File: config.mk
export PLATFORM = sky130hd
export DESIGN_NAME = tlv_stream_parser_crc_check_top
export DESIGN_NICKNAME = d
export VERILOG_FILES = /design/src/hdl/tspc_pkg.sv /design/src/hdl/tlv_stream_parser_crc_check_top.sv /design/src/hdl/tspc_in_stage.sv /design/src/hdl/tspc_parser.sv
export SDC_FILE = /design/constraint.sdc
export NUM_CORES = 1
export LEC_CHECK = 0
export ABC_AREA = 0
export BUFFER_PORTS_ARGS = -buffer_cell sky130_fd_sc_hd__buf_2
export CAP_MARGIN = 40
export CORE_ASPECT_RATIO = 0.7
export CORE_MARGIN = 2
export CORE_UTILIZATION = 25
export DETAILED_ROUTE_END_ITERATION = 12
export PLACE_DENSITY = 0.45
export SLEW_MARGIN = 40
export SYNTH_ARGS = -nofsm -noshare
export SYNTH_HDL_FRONTEND = slang
export SYNTH_SLANG_ARGS = --single-unit
export TNS_END_PERCENT = 100
File: constraint.sdc
create_clock -name clk -period 9.7 [get_ports clk]
set_input_delay 2.91 -clock clk [delete_from_list [all_inputs] [get_ports clk]]
set_output_delay 2.91 -clock clk [all_outputs]
set_load 0.05 [all_outputs]
File: src/hdl/tspc_pkg.sv
// shared types, codes and the crc-32 byte update for the tlv stream parser
// no dependencies
package tspc_pkg;

	localparam int MAX_RECORDS_DEFAULT = 16;

	localparam logic [31:0] CRC_POLY = 32'hEDB88320;
	localparam logic [31:0] CRC_INIT = 32'hFFFFFFFF;

	localparam logic [2:0] ST_PROGRESS  = 3'd0;
	localparam logic [2:0] ST_SUCCESS   = 3'd1;
	localparam logic [2:0] ST_TOO_MANY  = 3'd2;
	localparam logic [2:0] ST_TRUNCATED = 3'd3;
	localparam logic [2:0] ST_MISMATCH  = 3'd4;

	localparam logic [1:0] ROLE_TYPE   = 2'd0;
	localparam logic [1:0] ROLE_LEN_HI = 2'd1;
	localparam logic [1:0] ROLE_LEN_LO = 2'd2;
	localparam logic [1:0] ROLE_VALUE  = 2'd3;

	typedef struct packed {
		logic [7:0] data_byte;
		logic       last_byte;
	} item_t;

	typedef struct packed {
		logic [7:0]  byte_out;
		logic [3:0]  record_index;
		logic [7:0]  record_type;
		logic [1:0]  byte_role;
		logic [15:0] value_offset;
		logic [15:0] record_length;
		logic        record_done;
		logic [2:0]  status;
		logic        message_end;
	} result_t;

	// reflected crc-32, one byte
	function automatic logic [31:0] crc32_byte(input logic [31:0] crc, input logic [7:0] b);
		logic [31:0] c;
		c = crc ^ {24'd0, b};
		for (int k = 0; k < 8; k++) begin
			if (c[0]) begin
				c = (c >> 1) ^ CRC_POLY;
			end else begin
				c = c >> 1;
			end
		end
		return c;
	endfunction

endpackage

File: src/hdl/tlv_stream_parser_crc_check_top.sv
// tlv stream parser with crc-32 checksum records
// an accepted request passes the input register, then the result register, to the result port
// throughput: one byte per cycle unless m_tready stalls; the parser state updates as each byte
// enters the result register, and the result and input registers together decouple the two sides
// reset (arst_n low) clears the parser to expecting a type byte, crc all ones, valid flags to zero
// depends on tspc_pkg, tspc_in_stage, tspc_parser
module tlv_stream_parser_crc_check_top #(
	parameter int MAX_RECORDS = tspc_pkg::MAX_RECORDS_DEFAULT
) (
	input  logic        clk,
	input  logic        arst_n,
	input  logic        cfg_wen,
	input  logic [7:0]  cfg_wdata,    // checksum_record_type
	input  logic        s_tvalid,
	output logic        s_tready,
	input  logic [7:0]  s_tdata,      // [7:0] data_byte
	input  logic        s_tlast,      // last_byte
	output logic        m_tvalid,
	input  logic        m_tready,
	// [7:0] byte_out, [11:8] record_index, [19:12] record_type, [35:20] value_offset,
	// [51:36] record_length, [52] record_done, [55:53] status
	output logic [55:0] m_tdata,
	output logic [1:0]  m_tuser,      // [1:0] byte_role
	output logic        m_tlast       // message_end
);

	logic              advance;
	logic              valid_s1;
	tspc_pkg::item_t   item_s1;
	tspc_pkg::result_t res;
	tspc_pkg::result_t res_q;
	logic              m_valid_q;
	logic              step;

	assign advance = !m_valid_q || m_tready;
	assign step    = valid_s1 && advance;

	tspc_in_stage u_in (
		.clk      (clk),
		.arst_n   (arst_n),
		.s_tvalid (s_tvalid),
		.s_tready (s_tready),
		.s_tdata  (s_tdata),
		.s_tlast  (s_tlast),
		.advance  (advance),
		.valid_s1 (valid_s1),
		.item_s1  (item_s1)
	);

	tspc_parser #(
		.MAX_RECORDS (MAX_RECORDS)
	) u_parser (
		.clk       (clk),
		.arst_n    (arst_n),
		.cfg_wen   (cfg_wen),
		.cfg_wdata (cfg_wdata),
		.step      (step),
		.item      (item_s1),
		.res       (res)
	);

	always_ff @(posedge clk or negedge arst_n) begin
		if (!arst_n) begin
			m_valid_q <= 1'b0;
		end else if (advance) begin
			m_valid_q <= valid_s1;
		end
	end

	always_ff @(posedge clk) begin
		if (step) begin
			res_q <= res;
		end
	end

	assign m_tvalid = m_valid_q;
	assign m_tdata  = {res_q.status, res_q.record_done, res_q.record_length,
		res_q.value_offset, res_q.record_type, res_q.record_index, res_q.byte_out};
	assign m_tuser  = res_q.byte_role;
	assign m_tlast  = res_q.message_end;

endmodule

File: src/hdl/tspc_in_stage.sv
// input register stage of the tlv stream parser
// depends on tspc_pkg
module tspc_in_stage (
	input  logic            clk,
	input  logic            arst_n,
	input  logic            s_tvalid,
	output logic            s_tready,
	input  logic [7:0]      s_tdata,
	input  logic            s_tlast,
	input  logic            advance,
	output logic            valid_s1,
	output tspc_pkg::item_t item_s1
);

	logic valid_q;
	tspc_pkg::item_t item_q;

	// the held request leaves whenever the result register can take it
	assign s_tready = !valid_q || advance;

	always_ff @(posedge clk or negedge arst_n) begin
		if (!arst_n) begin
			valid_q <= 1'b0;
		end else if (s_tready) begin
			valid_q <= s_tvalid;
		end
	end

	always_ff @(posedge clk) begin
		if (s_tvalid && s_tready) begin
			item_q.data_byte <= s_tdata;
			item_q.last_byte <= s_tlast;
		end
	end

	assign valid_s1 = valid_q;
	assign item_s1  = item_q;

endmodule

File: src/hdl/tspc_parser.sv
// record parser state, crc tracking and per-byte annotation
// depends on tspc_pkg (codes, structs, crc32_byte)
module tspc_parser #(
	parameter int MAX_RECORDS = tspc_pkg::MAX_RECORDS_DEFAULT
) (
	input  logic              clk,
	input  logic              arst_n,
	input  logic              cfg_wen,
	input  logic [7:0]        cfg_wdata,
	input  logic              step,
	input  tspc_pkg::item_t   item,
	output tspc_pkg::result_t res
);

	localparam int RW = $clog2(MAX_RECORDS + 1);

	typedef enum logic [1:0] {
		PH_TYPE,
		PH_LEN_HI,
		PH_LEN_LO,
		PH_VALUE
	} phase_t;

	logic [7:0]  csum_type_q;
	phase_t      phase_q, phase_d;
	logic [RW-1:0] recs_q, recs_d;
	logic [7:0]  cur_type_q, cur_type_d;
	logic [15:0] len_q, len_d;
	logic [15:0] seen_q, seen_d;
	logic [31:0] crc_q, crc_d;
	logic [31:0] exp_q, exp_d;
	logic        cmp_ok_q, cmp_ok_d;
	logic        failed_q, failed_d;

	logic [7:0]  d;
	logic        last;
	logic        done;
	logic [2:0]  st;
	logic [7:0]  want;

	assign d    = item.data_byte;
	assign last = item.last_byte;

	always_comb begin
		case (seen_q[1:0])
			2'd0: want = exp_q[31:24];
			2'd1: want = exp_q[23:16];
			2'd2: want = exp_q[15:8];
			default: want = exp_q[7:0];
		endcase
	end

	always_comb begin
		phase_d    = phase_q;
		recs_d     = recs_q;
		cur_type_d = cur_type_q;
		len_d      = len_q;
		seen_d     = seen_q;
		crc_d      = crc_q;
		exp_d      = exp_q;
		cmp_ok_d   = cmp_ok_q;
		failed_d   = failed_q;
		done       = 1'b0;
		st         = tspc_pkg::ST_PROGRESS;

		res               = '0;
		res.byte_out      = d;
		res.message_end   = last;

		if (!failed_q) begin
			res.record_index = 4'(recs_q);
			case (phase_q)
				PH_TYPE: begin
					res.byte_role   = tspc_pkg::ROLE_TYPE;
					res.record_type = d;
					if (recs_q >= RW'(MAX_RECORDS)) begin
						st = tspc_pkg::ST_TOO_MANY;
					end else begin
						cur_type_d = d;
						len_d      = '0;
						phase_d    = PH_LEN_HI;
						if (last) begin
							st = tspc_pkg::ST_TRUNCATED;
						end
					end
				end
				PH_LEN_HI: begin
					res.byte_role   = tspc_pkg::ROLE_LEN_HI;
					res.record_type = cur_type_q;
					len_d           = {d, 8'd0};
					phase_d         = PH_LEN_LO;
					if (last) begin
						st = tspc_pkg::ST_TRUNCATED;
					end
				end
				PH_LEN_LO: begin
					res.byte_role     = tspc_pkg::ROLE_LEN_LO;
					res.record_type   = cur_type_q;
					len_d             = {len_q[15:8], d};
					res.record_length = len_d;
					exp_d             = ~crc_q;
					cmp_ok_d          = 1'b1;
					seen_d            = '0;
					if (len_d == 16'd0) begin
						done = 1'b1;
					end else begin
						phase_d = PH_VALUE;
						if (last) begin
							st = tspc_pkg::ST_TRUNCATED;
						end
					end
				end
				default: begin
					res.byte_role     = tspc_pkg::ROLE_VALUE;
					res.record_type   = cur_type_q;
					res.record_length = len_q;
					res.value_offset  = seen_q;
					crc_d             = tspc_pkg::crc32_byte(crc_q, d);
					// only the first four value bytes carry the checksum
					if (seen_q < 16'd4 && want != d) begin
						cmp_ok_d = 1'b0;
					end
					seen_d = seen_q + 16'd1;
					if (seen_d == len_q) begin
						done = 1'b1;
					end else if (last) begin
						st = tspc_pkg::ST_TRUNCATED;
					end
				end
			endcase

			if (done) begin
				if (cur_type_d == csum_type_q && (len_d < 16'd4 || !cmp_ok_d)) begin
					st = tspc_pkg::ST_MISMATCH;
				end else begin
					recs_d  = recs_q + RW'(1);
					phase_d = PH_TYPE;
					if (last) begin
						st = tspc_pkg::ST_SUCCESS;
					end
				end
			end
			if (st >= tspc_pkg::ST_TOO_MANY) begin
				failed_d = 1'b1;
			end
			res.record_done = done;
			res.status      = st;
		end

		// end of message returns the parser to its idle state
		if (last) begin
			phase_d    = PH_TYPE;
			recs_d     = '0;
			cur_type_d = '0;
			len_d      = '0;
			seen_d     = '0;
			crc_d      = tspc_pkg::CRC_INIT;
			exp_d      = '0;
			cmp_ok_d   = 1'b1;
			failed_d   = 1'b0;
		end
	end

	always_ff @(posedge clk or negedge arst_n) begin
		if (!arst_n) begin
			csum_type_q <= '0;
			phase_q     <= PH_TYPE;
			recs_q      <= '0;
			cur_type_q  <= '0;
			len_q       <= '0;
			seen_q      <= '0;
			crc_q       <= tspc_pkg::CRC_INIT;
			exp_q       <= '0;
			cmp_ok_q    <= 1'b1;
			failed_q    <= 1'b0;
		end else begin
			if (cfg_wen) begin
				csum_type_q <= cfg_wdata;
			end
			if (step) begin
				phase_q    <= phase_d;
				recs_q     <= recs_d;
				cur_type_q <= cur_type_d;
				len_q      <= len_d;
				seen_q     <= seen_d;
				crc_q      <= crc_d;
				exp_q      <= exp_d;
				cmp_ok_q   <= cmp_ok_d;
				failed_q   <= failed_d;
			end
		end
	end

endmodule

==> results of run 1 <==
power by group through the flow:
stage          logic, uW  registers [uW]  clock network, uW
2_1_floorplan        735            1210                  0
3_3_place_gp        1140            1130                  0
3_5_place_dp        1140            1130                  0
4_1_cts             1140            1120                734
5_1_grt             1250            1140                769
6_report            1140            1120                713
final timing paths:
kind                                     start                      end  slack, ns
max                                   m_tready                 s_tready       3.05
min                            u_in.item_s1[6]               m_tdata[5]       0.47
max reg2reg                u_parser.phase_q[0]              m_tdata[54]       6.12
min reg2reg                    u_in.item_s1[6]               m_tdata[5]       0.47
max in group asynchronous               arst_n        u_parser.len_q[8]       5.64
min in group asynchronous               arst_n  u_parser.csum_type_q[3]       2.43
synthesized netlist by cell type (all sizes together), types with 26 or more instances:
cell,n
edfxtp,68
o31ai,39
clkbuf,40
dfrtp,90
and2,28
a21oi,26
xnor2,85
o22a,32
o21ai,38
nand2,74
dfstp,33
nor2,63
metal layers:
metal / vias up / track usage / wire (um)
met5: - / 0 / 0
met4: 0 / 0.0293 / 206
met3: 9 / 0.0446 / 1920
met2: 183 / 0.180 / 10600
met1: 3479 / 0.235 / 15400
li1: 3286 / - / -
state kept, by name, indices dropped and copies added, names as in the netlist:
signal	cells
m_tvalid	1
u_parser.seen_q	16
u_parser.crc_q	32
u_parser.exp_q	32
u_parser.cmp_ok_q	1
u_in.item_s1	9
u_parser.phase_q	2
u_parser.csum_type_q	8
u_parser.cur_type_q	8
u_parser.len_q	16
m_tuser	2
u_parser.recs_q	5
u_in.valid_s1	1
m_tdata	56
m_tlast	1
u_parser.failed_q	1
final cells by class:
cell class	instances	area share
Multi-Input combinational cell	600	0.374
Clock buffer	27	0.0488
Timing Repair Buffer	102	0.0506
Tap cell	496	0.0554
Sequential cell	191	0.461
Clock inverter	5	0.00324
Inverter	20	0.00670
logic make-up after synthesis:
logic type | count (synthesis) | share of synthesized area
adder cells (fa/ha/maj) | 9 | 0.0117
multiplexers | 25 | 0.0270
buffers and inverters | 83 | 0.0359
AO/OA/AOI/OAI | 211 | 0.161
AND/OR/NAND/NOR | 249 | 0.133
flip-flops | 191 | 0.535
XOR/XNOR | 106 | 0.0970
per-stage QoR:
stage          hold WS, ns  total power [uW]  worst slack, ns  instances  instance area, sq um
2_1_floorplan        0.421              1940             3.07        874                  9650
3_3_place_gp         0.443              2270             3.13       1409                 10600
5_1_grt              0.507              3150             3.03       1441                 11200
4_1_cts              0.480              3000             3.07       1441                 11200
6_report             0.469              2970             3.05       1441                 11200
3_5_place_dp         0.463              2270             3.07       1409                 10600
worst reg2reg max path: stages, from the launching register on:
cell,delay [ns]
dfrtp_1,0.44
inv_1,0.14
ha_1,0.39
nand2b_1,0.44
mux2i_1,0.34
xnor2_1,0.09
nor4_1,0.36
nand2_1,0.22
a21oi_2,0.47
a21oi_1,0.25
nor2b_1,0.19
==> impl_metrics.tcl, run 1 <==
set metrics [dict create \
    status "finished, final reports clean" \
    synth_edf_count 68 \
    setup_viol 0 \
    cp_max_fo 3 \
    worst_r2r_path_depth 10 \
    fp.dieW_um 239 \
    slowest_stage "nor2b_1" \
    hold_class "register to register" \
    vias 6957 \
    hpwlAfterDp_um 19100 \
    finalHoldViolations 0 \
    clock_latency_ns 0.45 \
    synth_area_leaders "dfrtp_1, edfxtp_1, dfstp_2" \
    syn_area_sq_um 9650 \
    postLayoutCoreUtil 0.293 \
    cts_max_level 4 \
    internal-power_uw 1800 \
    max_freq_mhz 150 \
    wl_per_cell_um 19.5 \
    layout_common_cells "dfrtp_1, xnor2_1, buf_2" \
    max_stage_delay_ns 0.33 \
    cp_top_family "simple AND/OR/NAND/NOR gates" \
    diodes 0 \
    crit_cells 4 \
    grt_pass1_vias 6673 \
    drive_above_1_share 0.208 \
    p_leak_uw 0.00432 \
    synth_nets 905 \
    ys_ff_latch 191 \
    cts_max_path_buffers 2 \
    crit_chain "buf_2 > nor2b_1 > nand2_1 > buf_2" \
    fin_nets 963 \
    worst_pin_slew_ns 0.775 \
    synth_top_cell_area_share 0.233 \
    io_buffers 82 \
    grt_overflow_total 0 \
    drt_wl_total_um 28100 \
    post-route-period-util 0.686 \
    regArea_sq_um 5160 \
    placementRows 60 \
    power_frac_comb 0.384 \
    async_flop_share 0.644 \
    final_common_cell "dfrtp_1" \
    cp_num_buf_inv 2 \
    seq_area_frac_synth 0.535 \
    cp-start-kind "primary input" \
    grt_use_total 0.145 \
    hold_path_depth 0 \
    core_area_sq_um 38200 \
    gp_routability_congestion 0.797 \
    cts_buffers 17 \
    p_clk_frac 0.240 \
    cts_tree "done" \
    grt_max_degree 65 \
    antenna_found_initial 0 \
    synth_cells 874 \
    period_needed_ns 6.65 \
    ctsRootBufferMaster "clkbuf_16" \
    dominantRegCellSynth "dfrtp_1" \
    pwr-share-seq 0.376 \
    crit_type "primary input to primary output" \
    arrival_ns 3.74 \
    cp_common_cell "buf_2" \
    avgSynthCellArea_sq_um 11.0 \
    p_per_area_nw_per_um2 265 \
    num-fill-cells 3940 \
    grt_pass1_wl_um 43200 \
    synth.largest_area_cell "dfrtp_1" \
    cts.sinks 191 \
    tns_ns 0 \
    io-pin-count 83 \
    p_switching_uw 1170 \
    cts-hold-fix-buffers 0 \
    drt-initial-drc-count 588 \
    rsz0062_at_grt "no" \
    antenna_left 0 \
    cts.reportedPaths.clkPinSlew_ns 0.07 \
    crit_path_end_kind "primary output" \
    yosysUniqueCellTypes 74 \
    yosysWarnings 0 \
    swShare 0.393 \
    slew_violations 0 \
    finClkSkew_ns 0.0122 \
    worstPathRequired_ns 6.79 \
    die_h_um 168 \
    post_cts.repair.setup_buffers 0 \
    cts.repair.resized 0 \
    via_per_inst 4.83 \
    first_pass_iters 5 \
    peakVddDrop_v 0.000138 \
    drcViolationCount 0 \
    relSlewSlack 0.482 \
    start_util 0.253 \
    multi_input_area_sq_um 4190 \
    syn_to_final_growth_pct 16.0 \
    design.die.area_sq_um 40200 \
    maxCapViolCount 0 \
]
Note: power is estimated with default switching activity, not from simulation.
==> run 2: changes to the inputs <==
--- a/config.mk
+++ b/config.mk
@@ -5,14 +5,14 @@
 export SDC_FILE = /design/constraint.sdc
 export NUM_CORES = 1
 export LEC_CHECK = 0
-export ABC_AREA = 0
+export ABC_AREA = 1
 export BUFFER_PORTS_ARGS = -buffer_cell sky130_fd_sc_hd__buf_2
 export CAP_MARGIN = 40
 export CORE_ASPECT_RATIO = 0.7
 export CORE_MARGIN = 2
 export CORE_UTILIZATION = 25
 export DETAILED_ROUTE_END_ITERATION = 12
-export PLACE_DENSITY = 0.45
+export PLACE_DENSITY = 0.46
 export SLEW_MARGIN = 40
 export SYNTH_ARGS = -nofsm -noshare
 export SYNTH_HDL_FRONTEND = slang
==> constraint.sdc (replaced) <==
create_clock -name clk -period 5.6 [get_ports clk]
set_input_delay 1.68 -clock clk [delete_from_list [all_inputs] [get_ports clk]]
set_output_delay 1.68 -clock clk [all_outputs]
set_load 0.05 [all_outputs]
==> run 2 against run 1 <==
  * Combinational power is 62% higher
  * Clock-buffer cell count shrank 9
  * Final cell count rose by 17%
  * Hold slack improved by 0.023 ns
  * Synthesized area is 2.4% higher
  * Global-route usage shrank 0.33 points
  * Via count is 12% higher
  * Non-clock buffer count is 11 lower
  * Critical path depth up 7
  * Routed wire length up 0.53%
  * Design area rose by 2.2%
==> impl_metrics.tcl, run 2 <==
set metrics [dict create \
    dpl.cell_count 1660 \
    seq_area_frac_synth 0.522 \
    worst_pin_slew_ns 0.756 \
    fin_nets 1184 \
    cts_buffers 17 \
    first_pass_iters 5 \
    largest_reg_flops 56 \
    yosysMostFrequentCell "nand2_1" \
    die_h_um 170 \
    ys_ff_latch 191 \
    grt_max_degree 124 \
    synthSimpleGateAreaFrac 0.172 \
    worstPathRequired_ns 5.96 \
    peakVddDrop_v 0.000230 \
    synth_xor_area_frac 0.0879 \
    dpl_worst_slack_ns 1.24 \
    finalHoldViolations 0 \
    period_needed_ns 3.88 \
    wl_per_cell_um 16.7 \
    post_cts.repair.setup_buffers 0 \
    tns_ns 0 \
    cts.sinks 191 \
    yosys-top-cells-count "nand2_1, inv_1, dfrtp_1" \
    crit_type "primary input to register" \
    timing.final.ws_setup_ns 1.72 \
    vias 7810 \
    p_per_area_nw_per_um2 429 \
    r2r-start "u_parser.phase_q[0]" \
    reg2reg_slack_ns 2.28 \
    grt_overflow_total 0 \
    hpwlAfterDp_um 19900 \
    antenna_found_initial 0 \
    via_per_inst 4.61 \
    cp-start-kind "primary input" \
    finClkSkew_ns 0.0177 \
    drt_wl_total_um 28300 \
    synth_mux_area_frac 0.00570 \
    fp.dieW_um 242 \
    start_util 0.256 \
    design.die.area_sq_um 41200 \
    synth_edf_count 68 \
    hold_path_depth 2 \
    drive_above_1_share 0.163 \
    gp_routability_congestion 0.859 \
    final_common_cell "nand2_1" \
    drt-initial-drc-count 653 \
    relSlewSlack 0.496 \
    maxCapViolCount 0 \
    p_total_uw 4910 \
    syn_to_final_growth_pct 15.8 \
    cts_tree "done" \
    hold_class "register to register" \
    syn_area_sq_um 9880 \
    avgSynthCellArea_sq_um 9.10 \
    synthAdderAreaFrac 0.0114 \
    yosysWarnings 0 \
    rsz0062_at_grt "no" \
    cts.reportedPaths.clkPinSlew_ns 0.08 \
    crit_path_end_kind "register" \
    grt_use_total 0.141 \
    synth_compound_area_frac 0.128 \
    synth_cells 1086 \
    synth.largest_area_cell "dfrtp_1" \
    layout_common_cells "nand2_1, inv_1, dfrtp_1" \
    reg2reg_to "u_parser.failed_q" \
    max_freq_mhz 258 \
    clock_latency_ns 0.46 \
    p_leak_uw 0.00497 \
    io-pin-count 83 \
    synth_area_leaders "dfrtp_1, edfxtp_1, dfstp_2" \
    core_area_sq_um 38700 \
    stdcell_count 1693 \
    async_flop_share 0.644 \
    grt_pass1_vias 7606 \
    placementRows 60 \
    cts_max_path_buffers 2 \
    synth_top_cell_area_share 0.228 \
    post-route-period-util 0.693 \
    cts_max_level 4 \
    cts.repair.resized 0 \
    synth_top_family_by_area "simple AND/OR/NAND/NOR gates" \
    dominantRegCellSynth "dfrtp_1" \
    ctsRootBufferMaster "clkbuf_16" \
    synth_nets 1117 \
    slew_violations 0 \
    io_buffers 82 \
    cts-hold-fix-buffers 0 \
    setup_viol 0 \
    worst_r2r_path_depth 13 \
    arrival_ns 4.24 \
    holdPathEnd "u_parser.cmp_ok_q" \
    cp_max_fo 21 \
    yosysUniqueCellTypes 47 \
    grt_pass1_wl_um 44800 \
    status "finished, final reports clean" \
    hp-start "u_parser.cmp_ok_q" \
    drcViolationCount 0 \
    diodes 0 \
    postLayoutCoreUtil 0.296 \
    antenna_left 0 \
]
-- run 2: how the worst max path moves through the flow --
stage,startpoint,endpoint,slack [ns],depth (start not counted)
CTS,m_tready,u_parser.crc_q[19],1.73,11
finish,m_tready,u_parser.crc_q[19],1.72,11
global route,m_tready,u_parser.crc_q[19],1.36,11
detailed placement,m_tready,u_parser.crc_q[19],1.24,11
global placement,m_tready,u_parser.recs_q[2],1.32,11
floorplan,m_tready,s_tready,1.78,2
-- run 2: area by class of cell --
class,count,area (sq um)
clock buffers,18,429
clock inverters,14,129
fillers,4121,27200
inverters,143,539
multi-input cells,709,4020
flip-flops and latches,191,5160
well taps,527,659
repair buffers,91,500
-- run 2: where the power goes --
group          switching (uW)  leakage (uW)  total, uW  internal [uW]
logic                    1320       0.00246       1850            530
registers                 164       0.00224       1870           1700
clock network             577      0.000272       1200            620
-- run 2: per-stage QoR --
step	hold slack (ns)	instance area, sq um
floorplan	0.421	9880
global placement	0.467	10900
detailed placement	0.479	10900
CTS	0.491	11400
global route	0.502	11400
finish	0.492	11400
-- run 2: cell families after synthesis --
logic type | after synthesis
flops | 191
buf+inv | 186
mux | 5
xor+xnor | 85
simple gates | 396
compound gates | 214
fa+ha+maj | 9
-- run 2: critical path, cell delays in order --
cell and delay (ns):
buf_2 0.08, inv_1 0.04, nand2_1 0.06, nand2_1 0.17, nor2_2 0.40, nand2_1 0.52
nor2_1 0.24, buf_4 0.24, inv_1 0.36, o32ai_1 0.37, a31oi_1 0.07
-- run 2: routing by layer --
metal	GRT usage	up-vias	share of wire
met5	0	-	0
met4	0.0408	0	0.016
met3	0.0315	29	0.056
met2	0.207	200	0.43
met1	0.207	3773	0.49
li1	-	3808	-
==> run 3: changes to the inputs <==
--- a/config.mk
+++ b/config.mk
@@ -5,14 +5,14 @@
 export SDC_FILE = /design/constraint.sdc
 export NUM_CORES = 1
 export LEC_CHECK = 0
-export ABC_AREA = 1
+export ABC_AREA = 0
 export BUFFER_PORTS_ARGS = -buffer_cell sky130_fd_sc_hd__buf_2
 export CAP_MARGIN = 40
 export CORE_ASPECT_RATIO = 0.7
 export CORE_MARGIN = 2
 export CORE_UTILIZATION = 25
 export DETAILED_ROUTE_END_ITERATION = 12
-export PLACE_DENSITY = 0.46
+export PLACE_DENSITY = 0.45
 export SLEW_MARGIN = 40
 export SYNTH_ARGS = -nofsm -noshare
 export SYNTH_HDL_FRONTEND = slang
==> constraint.sdc (replaced) <==
create_clock -name clk -period 3.7 [get_ports clk]
set_input_delay 1.11 -clock clk [delete_from_list [all_inputs] [get_ports clk]]
set_output_delay 1.11 -clock clk [all_outputs]
set_load 0.05 [all_outputs]
==> run 3 against run 2 <==
  * Register-to-register slack worse by 1.9 ns
  * Combinational power is 63% higher
  * Largest cell class unchanged
  * Global-route usage is 0.71 points higher
  * Design area is 1.2% lower
  * Via count is 10% lower
  * Final cell count is 14% lower
  * Highest routed layer unchanged
  * Largest power group is now combinational cells
  * Sequential power is 59% higher
==> impl_metrics.tcl, run 3 (synthesis results as in run 1) <==
set metrics [dict create \
    ctsRootBufferMaster "clkbuf_16" \
    tns_ns 0 \
    worst_r2r_path_depth 11 \
    final_common_cell "dfrtp_1" \
    worst_pin_slew_ns 0.802 \
    diodes 0 \
    use_met3 0.0285 \
    grt_pass1_wl_um 44300 \
    grt_pass1_vias 6758 \
    r2r-start "u_parser.seen_q[0]" \
    num-fill-cells 3959 \
    fp.dieW_um 239 \
    setup_viol 0 \
    finClkSkew_ns 0.0126 \
    drive_above_1_share 0.216 \
    post_cts.repair.setup_buffers 0 \
    cp_common_cell "a21oi_1" \
    crit_path_end_kind "register" \
    vias 7012 \
    slowest_stage "dfrtp_1" \
    period_needed_ns 3.30 \
    grt.met1_usage 0.248 \
    start_util 0.253 \
    drt-initial-drc-count 565 \
    crit_chain "inv_1 > ha_1 > a222oi_1 > mux2i_1 > xnor2_1 > nand4_1 > o31ai_1 > a21oi_1 > buf_4 > or4_1 > a21oi_1" \
    cts.sinks 191 \
    fin_nets 975 \
    placementRows 60 \
    hpwlAfterDp_um 20400 \
    whs_ns 0.481 \
    peakVddDrop_v 0.000370 \
    gr-usage-met2 0.183 \
    die_h_um 168 \
    max_stage_delay_ns 0.55 \
    busiest_layer "met1" \
    design.die.area_sq_um 40200 \
    p_leak_uw 0.00438 \
    startpoint "u_parser.seen_q[0]" \
    first_pass_iters 7 \
    antenna_left 0 \
    post-route-period-util 0.893 \
    cp-start-kind "register" \
    crit_end "u_parser.recs_q[2]" \
    wl_per_cell_um 19.7 \
    io_buffers 82 \
    max_freq_mhz 303 \
    grt_overflow_total 0 \
    cts_tree "done" \
    reg2reg_to "u_parser.recs_q[2]" \
    crit_cells 11 \
    timing.final.ws_setup_ns 0.397 \
    io-pin-count 83 \
    largest_reg_flops 56 \
    drt_wl_total_um 28600 \
    gp_routability_congestion 0.798 \
    layout_common_cells "dfrtp_1, xnor2_1, buf_2" \
    cts_max_level 4 \
    cp_top_family "compound AO/OA/AOI/OAI gates" \
    finalHoldViolations 0 \
    p_total_uw 7860 \
    hold_class "register to register" \
    cts_buffers 17 \
    maxCapViolCount 0 \
    core_area_sq_um 38200 \
    grt_use_total 0.148 \
    arrival_ns 3.68 \
    status "finished, final reports clean" \
    antenna_found_initial 0 \
    drcViolationCount 0 \
    grt_max_degree 51 \
    worstPathRequired_ns 4.08 \
    via_per_inst 4.83 \
    reg2reg_slack_ns 0.40 \
    syn_to_final_growth_pct 17.2 \
    cp_num_buf_inv 2 \
    rsz0062_at_grt "no" \
    slew_violations 0 \
    cts_max_path_buffers 2 \
    clock_latency_ns 0.46 \
    cts.repair.resized 0 \
    relSlewSlack 0.465 \
    p_per_area_nw_per_um2 695 \
    dpl_worst_slack_ns 0.431 \
    crit_type "register to register" \
    cp_max_fo 11 \
    cts.reportedPaths.clkPinSlew_ns 0.07 \
    cts-hold-fix-buffers 0 \
]
## run 3: cell count changes in the layout (fill, tap and decap cells not counted), moves of 25 or more
cell / previous run / this run
xnor2_1: 17 / 85
nand3_1: 81 / 11
o21ai_0: 75 / 34
o22ai_1: 54 / 1
xor2_1: 55 / 20
nand2_1: 206 / 74
and2_1: 1 / 26
o22a_1: 0 / 32
inv_1: 134 / 20
o31ai_1: 1 / 39
## run 3: power by group
part / switching, uW / internal [uW]
registers: 342 / 2630
logic: 1890 / 1130
clock network: 852 / 1010
total: 3090 / 4770
## run 3: worst min-delay path by stage
stage | from | endpoint | slack, ns | cells past startpoint
final | u_parser.exp_q[7] | u_parser.exp_q[7] | 0.48 | 2
after global routing | u_parser.exp_q[30] | u_parser.exp_q[30] | 0.51 | 2
after CTS | u_parser.exp_q[7] | u_parser.exp_q[7] | 0.49 | 2
after detailed placement | u_parser.exp_q[7] | u_parser.exp_q[7] | 0.47 | 2
after global placement | u_parser.exp_q[7] | u_parser.exp_q[7] | 0.46 | 2
after floorplan | u_in.item_s1[1] | m_tdata[0] | 0.42 | 0
## run 3: area by class of cell
class,instances,area (sq um),area share
tap,496,621,0.0549
clock buffer,18,439,0.0388
timing repair buffer,114,703,0.0622
sequential,191,5160,0.456
inverter,20,75.1,0.00664
clock inverter,14,143,0.0126
multi-input combinational,600,4170,0.368
## run 3: worst reg2reg max path: stages, from the launching register on
cell and delay (ns):
dfrtp_1 0.55, inv_1 0.14, ha_1 0.37, a222oi_1 0.43, mux2i_1 0.15, xnor2_1 0.15, nand4_1 0.19, o31ai_1 0.28
a21oi_1 0.14, buf_4 0.19, or4_1 0.50, a21oi_1 0.15
## run 3: routing by layer
layer  routed length, um  part of all wire  up-vias
met3                1560             0.055       21
met1               15900              0.56     3486
met2               10700              0.38      182
met4                 346             0.012        0
li1                    -                 -     3323
met5                   0                 0        -
## run 3: through the flow
stage / cell area, sq um / utilization / std cells
2_1_floorplan: 9660 / - / 874
3_3_place_gp: 10700 / 0.280 / 1420
3_5_place_dp: 10700 / 0.281 / 1421
4_1_cts: 11300 / 0.296 / 1453
5_1_grt: 11300 / 0.296 / 1453
6_report: 11300 / 0.296 / 1453
